===== src/sv/pps_pkg.sv =====
// ----------------------------------------------------------------------------
// pps_pkg
// Types and codes used by the preemptive priority scheduler core; the slot
// entry type also sets the width of its slot table memory.
// ----------------------------------------------------------------------------
`default_nettype none

package pps_pkg;

    // command codes
    localparam logic CMD_ARRIVE = 1'b0;
    localparam logic CMD_TICK   = 1'b1;

    // result status codes
    localparam logic [1:0] STATUS_OK         = 2'd0;
    localparam logic [1:0] STATUS_IDLE       = 2'd1;
    localparam logic [1:0] STATUS_FULL       = 2'd2;
    localparam logic [1:0] STATUS_ZERO_BURST = 2'd3;

    localparam logic [31:0] TIME_MAX = 32'hFFFF_FFFF;

    // one slot table entry
    typedef struct packed {
        logic [7:0]  job_id;
        logic [7:0]  priority_lvl;
        logic [31:0] arrival;
        logic [15:0] burst;
        logic [15:0] remaining;
    } slot_entry_t;

endpackage

`default_nettype wire


===== src/sv/pps_ram.sv =====
// ----------------------------------------------------------------------------
// pps_ram
// Generic simple dual-port RAM: one write port, one read port with
// registered read data.
// ----------------------------------------------------------------------------
`default_nettype none

module pps_ram #(
    parameter int WIDTH = 8,
    parameter int DEPTH = 16
) (
    input  wire logic                     clk,
    input  wire logic                     we,
    input  wire logic [$clog2(DEPTH)-1:0] waddr,
    input  wire logic [WIDTH-1:0]         wdata,
    input  wire logic [$clog2(DEPTH)-1:0] raddr,
    output logic      [WIDTH-1:0]         rdata
);

    logic [WIDTH-1:0] mem [DEPTH];

    // write port and registered read port
    always_ff @(posedge clk)
    begin
        if (we)
        begin
            mem[waddr] <= wdata;
        end
        rdata <= mem[raddr];
    end

endmodule

`default_nettype wire


===== src/sv/preemptive_priority_scheduler_core.sv =====
// ----------------------------------------------------------------------------
// preemptive_priority_scheduler_core
// Preemptive priority scheduler over a table of job slots held in one RAM.
// ----------------------------------------------------------------------------
// tick: reads every slot in slot order, one RAM read per slot (ST_SCAN, ST_LAST),
//   then updates the job (ST_CALC); a finishing job adds ST_TAT and ST_WAIT
// arrive: a zero burst is answered from idle without a search, else the one-slot-a-cycle
//   free search stops at the first free slot, or at the last slot when full
// one item at a time; busy is high until its result strobe; results cannot stall
// reset: valid bits and time counter clear at once, table contents undefined
`default_nettype none

module preemptive_priority_scheduler_core
    import pps_pkg::*;
#(
    parameter int SLOTS = 16
) (
    input  wire logic        clk,
    input  wire logic        rst_n,
    input  wire logic        start,
    output logic             busy,
    input  wire logic        cmd,
    input  wire logic [7:0]  job_id,
    input  wire logic [7:0]  job_priority,
    input  wire logic [15:0] job_burst,
    output logic             done,
    output logic [1:0]       status,
    output logic [7:0]       ran_id,
    output logic             finished,
    output logic [31:0]      finish_time,
    output logic [31:0]      turnaround,
    output logic [31:0]      waiting,
    output logic [31:0]      now_time
);

    localparam int IDX_W = $clog2(SLOTS);
    localparam logic [IDX_W-1:0] LAST_IDX = IDX_W'(SLOTS - 1);

    typedef enum logic [2:0] {
        ST_IDLE,
        ST_FIND,
        ST_SCAN,
        ST_LAST,
        ST_CALC,
        ST_TAT,
        ST_WAIT
    } state_t;

    state_t            state_reg;
    logic [SLOTS-1:0]  valid_reg;
    logic [31:0]       time_reg;
    logic [IDX_W-1:0]  idx_reg;
    logic [IDX_W-1:0]  rd_idx_reg;
    logic              rd_pend_reg;
    slot_entry_t       new_reg;
    slot_entry_t       best_reg;
    logic [IDX_W-1:0]  best_idx_reg;
    logic              best_found_reg;
    logic [31:0]       fin_reg;
    logic [31:0]       tat_reg;

    logic              done_reg;
    logic [1:0]        status_reg;
    logic [7:0]        ran_id_reg;
    logic              finished_reg;
    logic [31:0]       finish_time_reg;
    logic [31:0]       turnaround_reg;
    logic [31:0]       waiting_reg;
    logic [31:0]       now_time_reg;

    logic              ram_we;
    logic [IDX_W-1:0]  ram_waddr;
    slot_entry_t       ram_wdata;
    slot_entry_t       ram_rdata;

    logic              accept;
    logic              cand_better;
    logic [15:0]       rem_dec;
    logic [31:0]       time_inc;
    logic [31:0]       burst_ext;

    assign busy   = (state_reg != ST_IDLE);
    assign accept = start && !busy;

    // slot table memory
    pps_ram #(
        .WIDTH ($bits(slot_entry_t)),
        .DEPTH (SLOTS)
    ) u_slot_ram (
        .clk   (clk),
        .we    (ram_we),
        .waddr (ram_waddr),
        .wdata (ram_wdata),
        .raddr (idx_reg),
        .rdata (ram_rdata)
    );

    // scan compare: later slot wins only on higher priority, or equal priority and earlier arrival
    assign cand_better = rd_pend_reg && valid_reg[rd_idx_reg] &&
                         (!best_found_reg ||
                          (ram_rdata.priority_lvl > best_reg.priority_lvl) ||
                          ((ram_rdata.priority_lvl == best_reg.priority_lvl) &&
                           (ram_rdata.arrival < best_reg.arrival)));

    assign rem_dec   = (best_reg.remaining == 16'd0) ? 16'd0 : best_reg.remaining - 16'd1;
    assign time_inc  = (time_reg == TIME_MAX) ? time_reg : time_reg + 32'd1;
    assign burst_ext = {16'd0, best_reg.burst};

    // table writes: new job on arrive, updated remaining work on tick
    always_comb
    begin
        ram_we    = 1'b0;
        ram_waddr = idx_reg;
        ram_wdata = new_reg;
        case (state_reg)
            ST_FIND:
            begin
                ram_we    = !valid_reg[idx_reg];
                ram_waddr = idx_reg;
                ram_wdata = new_reg;
            end
            ST_CALC:
            begin
                ram_we              = best_found_reg;
                ram_waddr           = best_idx_reg;
                ram_wdata           = best_reg;
                ram_wdata.remaining = rem_dec;
            end
            default:
            begin
                ram_we = 1'b0;
            end
        endcase
    end

    // control state machine and result registers
    always_ff @(posedge clk or negedge rst_n)
    begin
        if (!rst_n)
        begin
            state_reg       <= ST_IDLE;
            valid_reg       <= '0;
            time_reg        <= '0;
            idx_reg         <= '0;
            rd_idx_reg      <= '0;
            rd_pend_reg     <= 1'b0;
            new_reg         <= '0;
            best_reg        <= '0;
            best_idx_reg    <= '0;
            best_found_reg  <= 1'b0;
            fin_reg         <= '0;
            tat_reg         <= '0;
            done_reg        <= 1'b0;
            status_reg      <= STATUS_OK;
            ran_id_reg      <= '0;
            finished_reg    <= 1'b0;
            finish_time_reg <= '0;
            turnaround_reg  <= '0;
            waiting_reg     <= '0;
            now_time_reg    <= '0;
        end
        else
        begin
            done_reg    <= 1'b0;
            rd_pend_reg <= (state_reg == ST_SCAN);
            rd_idx_reg  <= idx_reg;
            case (state_reg)
                ST_IDLE:
                begin
                    if (accept)
                    begin
                        // result fields default to zero, time sampled now
                        status_reg      <= STATUS_OK;
                        ran_id_reg      <= '0;
                        finished_reg    <= 1'b0;
                        finish_time_reg <= '0;
                        turnaround_reg  <= '0;
                        waiting_reg     <= '0;
                        now_time_reg    <= time_reg;
                        idx_reg         <= '0;
                        best_found_reg  <= 1'b0;
                        new_reg.job_id       <= job_id;
                        new_reg.priority_lvl <= job_priority;
                        new_reg.arrival      <= time_reg;
                        new_reg.burst        <= job_burst;
                        new_reg.remaining    <= job_burst;
                        if (cmd == CMD_TICK)
                        begin
                            state_reg <= ST_SCAN;
                        end
                        else if (job_burst == 16'd0)
                        begin
                            status_reg <= STATUS_ZERO_BURST;
                            done_reg   <= 1'b1;
                        end
                        else
                        begin
                            state_reg <= ST_FIND;
                        end
                    end
                end
                ST_FIND:
                begin
                    // lowest free slot, one slot a cycle
                    if (!valid_reg[idx_reg])
                    begin
                        valid_reg[idx_reg] <= 1'b1;
                        status_reg         <= STATUS_OK;
                        done_reg           <= 1'b1;
                        state_reg          <= ST_IDLE;
                    end
                    else if (idx_reg == LAST_IDX)
                    begin
                        status_reg <= STATUS_FULL;
                        done_reg   <= 1'b1;
                        state_reg  <= ST_IDLE;
                    end
                    else
                    begin
                        idx_reg <= idx_reg + 1'b1;
                    end
                end
                ST_SCAN:
                begin
                    // issue reads in slot order, compare what returns
                    if (cand_better)
                    begin
                        best_reg       <= ram_rdata;
                        best_idx_reg   <= rd_idx_reg;
                        best_found_reg <= 1'b1;
                    end
                    if (idx_reg == LAST_IDX)
                    begin
                        state_reg <= ST_LAST;
                    end
                    else
                    begin
                        idx_reg <= idx_reg + 1'b1;
                    end
                end
                ST_LAST:
                begin
                    // compare the final read
                    if (cand_better)
                    begin
                        best_reg       <= ram_rdata;
                        best_idx_reg   <= rd_idx_reg;
                        best_found_reg <= 1'b1;
                    end
                    state_reg <= ST_CALC;
                end
                ST_CALC:
                begin
                    time_reg <= time_inc;
                    fin_reg  <= time_inc;
                    if (!best_found_reg)
                    begin
                        status_reg <= STATUS_IDLE;
                        done_reg   <= 1'b1;
                        state_reg  <= ST_IDLE;
                    end
                    else if (rem_dec != 16'd0)
                    begin
                        ran_id_reg <= best_reg.job_id;
                        done_reg   <= 1'b1;
                        state_reg  <= ST_IDLE;
                    end
                    else
                    begin
                        // job completes: free its slot
                        valid_reg[best_idx_reg] <= 1'b0;
                        state_reg               <= ST_TAT;
                    end
                end
                ST_TAT:
                begin
                    tat_reg   <= fin_reg - best_reg.arrival;
                    state_reg <= ST_WAIT;
                end
                ST_WAIT:
                begin
                    // waiting time floored at zero
                    ran_id_reg      <= best_reg.job_id;
                    finished_reg    <= 1'b1;
                    finish_time_reg <= fin_reg;
                    turnaround_reg  <= tat_reg;
                    waiting_reg     <= (tat_reg >= burst_ext) ? tat_reg - burst_ext : 32'd0;
                    done_reg        <= 1'b1;
                    state_reg       <= ST_IDLE;
                end
                default:
                begin
                    state_reg <= ST_IDLE;
                end
            endcase
        end
    end

    assign done        = done_reg;
    assign status      = status_reg;
    assign ran_id      = ran_id_reg;
    assign finished    = finished_reg;
    assign finish_time = finish_time_reg;
    assign turnaround  = turnaround_reg;
    assign waiting     = waiting_reg;
    assign now_time    = now_time_reg;

endmodule

`default_nettype wire

===== config.mk =====
export PLATFORM = sky130hd
export DESIGN_NAME = preemptive_priority_scheduler_core
export DESIGN_NICKNAME = d
export VERILOG_FILES = /design/src/sv/pps_pkg.sv /design/src/sv/pps_ram.sv /design/src/sv/preemptive_priority_scheduler_core.sv
export SDC_FILE = /design/constraint.sdc
export NUM_CORES = 2
export LEC_CHECK = 0
export ABC_AREA = 0
export BUFFER_PORTS_ARGS = -buffer_cell sky130_fd_sc_hd__buf_2
export CORE_ASPECT_RATIO = 1.75
export CORE_MARGIN = 4
export CORE_UTILIZATION = 50
export DETAILED_ROUTE_END_ITERATION = 16
export GPL_ROUTABILITY_DRIVEN = 0
export GPL_TIMING_DRIVEN = 0
export HOLD_SLACK_MARGIN = 0.05
export PLACE_DENSITY = 0.66
export SETUP_SLACK_MARGIN = 0.4
export SKIP_CTS_REPAIR_TIMING = 1
export SLEW_MARGIN = 20
export SYNTH_ARGS = -nofsm -noshare
export SYNTH_HDL_FRONTEND = slang
export SYNTH_HIERARCHICAL = 1
export SYNTH_SLANG_ARGS = --single-unit

===== constraint.sdc =====
create_clock -name clk -period 11.5 [get_ports clk]
set_clock_uncertainty 0.1 [all_clocks]
set_input_delay 0.575 -clock clk [delete_from_list [all_inputs] [get_ports clk]]
set_output_delay 0.575 -clock clk [all_outputs]
set_load 0.01 [all_outputs]

Word level (Yosys, flattened, before mapping) --
Memories as Yosys holds them, arrays and structs flattened. A register that Yosys moved wholly into a read port is not among the register bits. Index checks and enable logic that the tools add are counted.
Storage, ports and cells: register bits after elaboration 349, latch bits 0, bits in writable memories 1280, memory bits (read-only) 0, input port bits 36, logic and storage cells 156, memories kept 1
Operators by class: add/sub/neg operators 5, multiply operators 0, div/mod/pow operators 0, $lt $le $gt $ge 8, eq/ne operators 20, shift operators 0, mux-type cells 60, bitwise logic cells 4, reductions and logical operators 33
Memory list:
- u_slot_ram.mem | words 16, bits a word 80, rd ports 1, clocked after Yosys merged registers in 1, wr ports 1, RTL line pps_ram.sv:20 | logic [WIDTH-1:0] mem [DEPTH];
Operator list (count):
- $pmux 32 s2 | 3
- $mux 32 | 3
- $mux 80 | 1
- $mux 16 | 4
- $add 32x1->32 const B | 1
- $eq 32x32->1 const B | 1
- $ge 32x16->1 | 1
- $logic_not 16->1 | 2
- $lt 32x32->1 | 1
- $pmux 16 s2 | 1
- $sub 32x16->32 | 1
- $sub 32x32->32 | 1
- $mux 3 | 8
- $mux 8 | 3
- $pmux 8 s3 | 1
- $pmux 3 s6 | 1
- $and 16x16->16 | 1
- $mux 4 | 4
- $not 16->16 | 1
- $or 16x16->16 | 1
- $reduce_and 4->1 | 4
- $reduce_bool 16->1 | 1
- $sub 16x1->16 const B | 1
- $lt 4x5->1 const B | 3
- other kinds (29) | 81

Depth between registers and ports, before layout --
depth in word-level cells 9, mapped depth 15

Modules after synthesis --
Netlist, hierarchy kept.
Modules (own cells, without submodules):
- pps_ram | instances 1, cells an instance 2054, area an instance 49437.4 sq um, sequential area each 40038.4 sq um
- preemptive_priority_scheduler_core | instances 1, cells an instance 1949, area an instance 18914.4 sq um, sequential area each 8733.4 sq um

Least setup slack after synthesis --
No wires, ideal clock.
kind register to register, start point reg idx_reg[0], end point mem u_slot_ram/mem[0][0] in the netlist's numbering, enable pin, data arrival time 8120 ps, path slack 2663 ps, cell stages (with the launch flop) 9, cell sequence dfrtp_1 -> buf_2 -> mux4_2 -> mux4_2 -> nor3_2 -> buf_4 -> a21o_1 -> or3b_1 -> nor3_1
On the way: cells in the longest elaborated chain, start to end 6, elaborated cells between the ends (all ways) 7, those cells by class mux: 6; reduce/logical: 1
RTL lines:
- from (decl) | RTL line preemptive_priority_scheduler_core.sv:52 | logic [IDX_W-1:0] idx_reg;
- from (signal assigned) | RTL line preemptive_priority_scheduler_core.sv:220 | idx_reg <= idx_reg + 1'b1;
- from (signal assigned) | RTL line preemptive_priority_scheduler_core.sv:238 | idx_reg <= idx_reg + 1'b1;
- $bmux 1 s4 | RTL line preemptive_priority_scheduler_core.sv:118 | ram_we = !valid_reg[idx_reg];
- $mux 1 (not written as such) | RTL line preemptive_priority_scheduler_core.sv:118
- $logic_not 1->1
- $pmux 1 s2 | RTL line preemptive_priority_scheduler_core.sv:115 | case (state_reg)
- named net ram_we | RTL line preemptive_priority_scheduler_core.sv:71 | logic ram_we;
- $mux 1 | RTL line pps_ram.sv:25 | if (we)
- $mux 1 (not written as such) | RTL line pps_ram.sv:27 | mem[waddr] <= wdata;
- to (decl) | RTL line pps_ram.sv:20
The timed path passes the listed nets, and every way through them passes these cells. The select of a mux whose other input is x is not followed.

Worst setup path in the final report --
start point reg idx_reg[0], end point mem u_slot_ram/mem[0][45] in the netlist's numbering, enable pin
Same word-level chain as after synthesis.

==> run_results.csv <==
group,metric,value,unit
status,status,"completed",
yosys,synth.yosys.warnings,6,
detailed_routing,detailedRoute.firstIterationViolations,4305,
yosys,post_synth_num_cell_types,84,
sta,finalCritPeriodShare,49.27,%
sta,unrepaired_setup_endpoints_after_global_routing,"no",
detailed_routing,residual_drc_count,0,
yosys,netlist_top_cells_count,"1,280 x sky130_fd_sc_hd__edfxtp_1, 480 x sky130_fd_sc_hd__nand2_1, 349 x sky130_fd_sc_hd__dfrtp_1",
clock_tree,numCtsBuffers,147,
worst_setup_path,crit_top_cell,"sky130_fd_sc_hd__buf_4",
sta,setup-violations-final,0,
yosys,post_synth_instance_area,0.06835,mm²
clock_tree,htreeDepth,4,
global_routing,grt_max_degree,102,
detailed_routing,detail_route.wl_per_cell,28.38,µm
global_routing,antenna_found_initial,4,
placement,numPortBuffers,176,
worst_setup_path,path_cells,"buf_2 > mux4_2 > mux4_2 > nor3_2 > buf_4 > a21o_1 > or3b_1 > nor3_2 > buf_4 > buf_4 > buf_6 > buf_4 > buf_4 > buf_4",
sta,timing.setup.tns,0,ns
global_routing,grt_pass1_wl,267700,µm
layout,nFillCells,10070,
worst_setup_path,crit_path_max_fanout,10,
worst_setup_path,worst_setup_path_end_kind,"flip-flop",
global_routing,grt_overflow_total,0,
pwr,max_rail_drop_vdd,153.2,µV
placement,place.detailed.hpwl,127400,µm
worst_setup_path,critPathRequiredTime,11.90,ns
pwr,power.static_leakage,28.96,nW
yosys,synth-async-reset-ratio,20.42,%
die,design.core.area,0.1359,mm²
clock_tree,cts_sinks,1709,
yosys,synth_ff_type,"sky130_fd_sc_hd__edfxtp_1",
layout,synthToLayoutAreaGrowth,16.34,%
die,initial_utilization,50.28,%
clock_tree,cts_tree,"yes",
pwr,powerDensity,236.4,mW/mm²
worst_setup_path,critPathLaunch,"idx_reg[0]",
clock_tree,worstSkewPairLatency,0.79,ns
detailed_routing,drt_pass1_iterations,8,
flow_run,timing.max_cap.violations,0,
yosys,synth_fp_nets,4133,
global_routing,first_global_vias,39730,
worst_setup_path,worst_r2r_endpoint,"u_slot_ram/mem[0][45]",
layout,net_count_of_the_finished_layout,4644,
yosys,synth_largest_area_cell,"sky130_fd_sc_hd__edfxtp_1",
yosys,synth_enable_flop_cells,1280,
sta,timing.max_slew.rel_slack,23.25,%
detailed_routing,detailroute.via_count,39220,
sta,fin_crit,5.666,ns
worst_setup_path,timing.reg2reg.setup_slack,5.83,ns
yosys,netlist_instances,4003,
die,vertical_extent_of_the_die,497.1,µm
worst_setup_path,worst-setup-path-type,"flip-flop to flip-flop",
worst_setup_path,worstSetupStartpointType,"flip-flop",
yosys,avgSynthCellArea,17.08,µm²
clock_tree,clock_tree.buffer_depth,3,
sta,max_clock_freq,176.5,MHz
layout,final_util,58.50,%
die,chipWidth,287.5,µm
die,design.die.area,0.1429,mm²
layout,share_of_cells_above_drive_strength_1,23.67,%
hold_path,hold_path_class,"primary input to flip-flop",
yosys,synthTopCellsByArea,"sky130_fd_sc_hd__edfxtp_1 56%, sky130_fd_sc_hd__dfrtp_1 13%, sky130_fd_sc_hd__mux4_2 11%, sky130_fd_sc_hd__nand2_1 2.6%, sky130_fd_sc_hd__dfxtp_1 2.3%",
worst_setup_path,worst_r2r_path_depth,14,
detailed_routing,detail_route.vias_per_cell,6.075,
hold_path,hold_path_end,"state_reg[1]",
yosys,area_fraction_of_the_dominant_cell_type_after_synthesis,56.23,%
global_routing,grt_util_all_layers,25.69,%
detailed_routing,routed_wl,183200,µm
worst_setup_path,stage_delay_of_the_slowest_cell_on_the_critical_path,0.57,ns
sta,total_count_of_max_transition_violations_in_the_final_report,0,
yosys,yosys.cell_count.top_type,"sky130_fd_sc_hd__edfxtp_1",
hold_path,hold_depth,3,
layout,largest_reg_flops,1280,
die,total_number_of_placement_rows,179,
worst_setup_path,crit_arrival,6.07,ns
sta,timing.final.hold_violations,0,
worst_setup_path,reg2reg_from,"idx_reg[0]",
die,io_pins,177,
worst_setup_path,cp_slowest_cell,"sky130_fd_sc_hd__nor3_2",
sta,worst_pin_slew,1.151,ns
yosys,synth_seq_cells,1709,
yosys,portion_of_the_post_synthesis_area_used_by_sequential_elements,71.35,%
detailed_routing,antenna_violating_nets_post_route,0,
clock_tree,path_clk_slew,0.07,ns
hold_path,holdCritStartpoint,"cmd",
clock_tree,cts.root.buffer_cell,"sky130_fd_sc_hd__clkbuf_16",
==> cells by family (layout without fill, tap and decap cells) <==
kind of cell,count (synthesis),count (layout),share of synthesized area (%)
flops,1709,1709,71.35
simple gates,767,767,5.060
compound gates,599,599,6.026
mux,428,428,12.46
buf+inv,319,955,2.241
fa+ha+maj,94,94,1.743
xor+xnor,87,87,1.115
other cells,0,6,0
==> layer usage <==
metal	global-route usage, %	vias to the layer above	wire length, µm
met5	0	-	13
met4	9.870	2	8083
met3	5.163	372	15310
met2	43.28	1926	92030
met1	33.01	20250	67770
li1	-	16670	-
==> layout by cell type, fill, tap and decap left out, drive strengths merged, types with 80 or more instances in the layout <==
cell	count
edfxtp	1280
buf	463
o21ai	155
nand2	480
mux4	330
mux2	84
ha	92
dfrtp	349
inv	97
clkbuf	291
dfxtp	80
a22oi	160
==> final cells by class <==
cell class	instances	area, µm²	share of cell area, %
clock inverter	82	1156	1.454
buffer	234	1220	1.534
inverter	85	319.1	0.4012
antenna	6	15.01	0.01888
clock buffer	192	4041	5.082
sequential	1709	48770	61.33
multi-input combinational	1975	18200	22.89
timing repair buffer	362	3533	4.443
tap	1810	2265	2.848
==> report_power, final <==
group,switching (mW),total [mW],internal (mW)
registers,0.415,8.10,7.68
logic,3.33,5.40,2.07
clock network,2.30,5.30,3.00
total,6.04,18.8,12.8
==> worst max-delay path: cells and delay by family, from the launching register on <==
family                 cells  cell delay [ns]
AO/OA/AOI/OAI              1             0.18
multiplexers               2             1.08
AND/OR/NAND/NOR            3             1.63
flip-flops                 1             0.46
buffers and inverters      8             1.88
==> stage by stage <==
step	instance area [µm²]	power [mW]	hold slack [ns]	cells	worst slack [ns]
6_report	79520	18.80	0.09353	6455	5.834
5_1_grt	79510	19.63	0.05823	6450	5.794
4_1_cts	79160	18.87	-0.3359	6415	5.929
3_5_place_dp	73960	13.58	0.3247	6141	5.960
3_3_place_gp	71500	13.39	0.3209	5989	-5.230
2_1_floorplan	68350	11.65	0.1794	4003	2.663
==> worst max-delay path by stage <==
stage / end / slack (ns) / depth (start not counted)
floorplan: u_slot_ram/mem[0][0] / 2.66 / 8
global placement: u_slot_ram/mem[4][57] / -5.23 / 9
detailed placement: u_slot_ram/mem[0][44] / 5.96 / 14
CTS: u_slot_ram/mem[0][45] / 5.93 / 14
global route: u_slot_ram/mem[0][45] / 5.79 / 14
finish: u_slot_ram/mem[0][45] / 5.83 / 14
No activity file was read; power rests on OpenSTA's default activity.
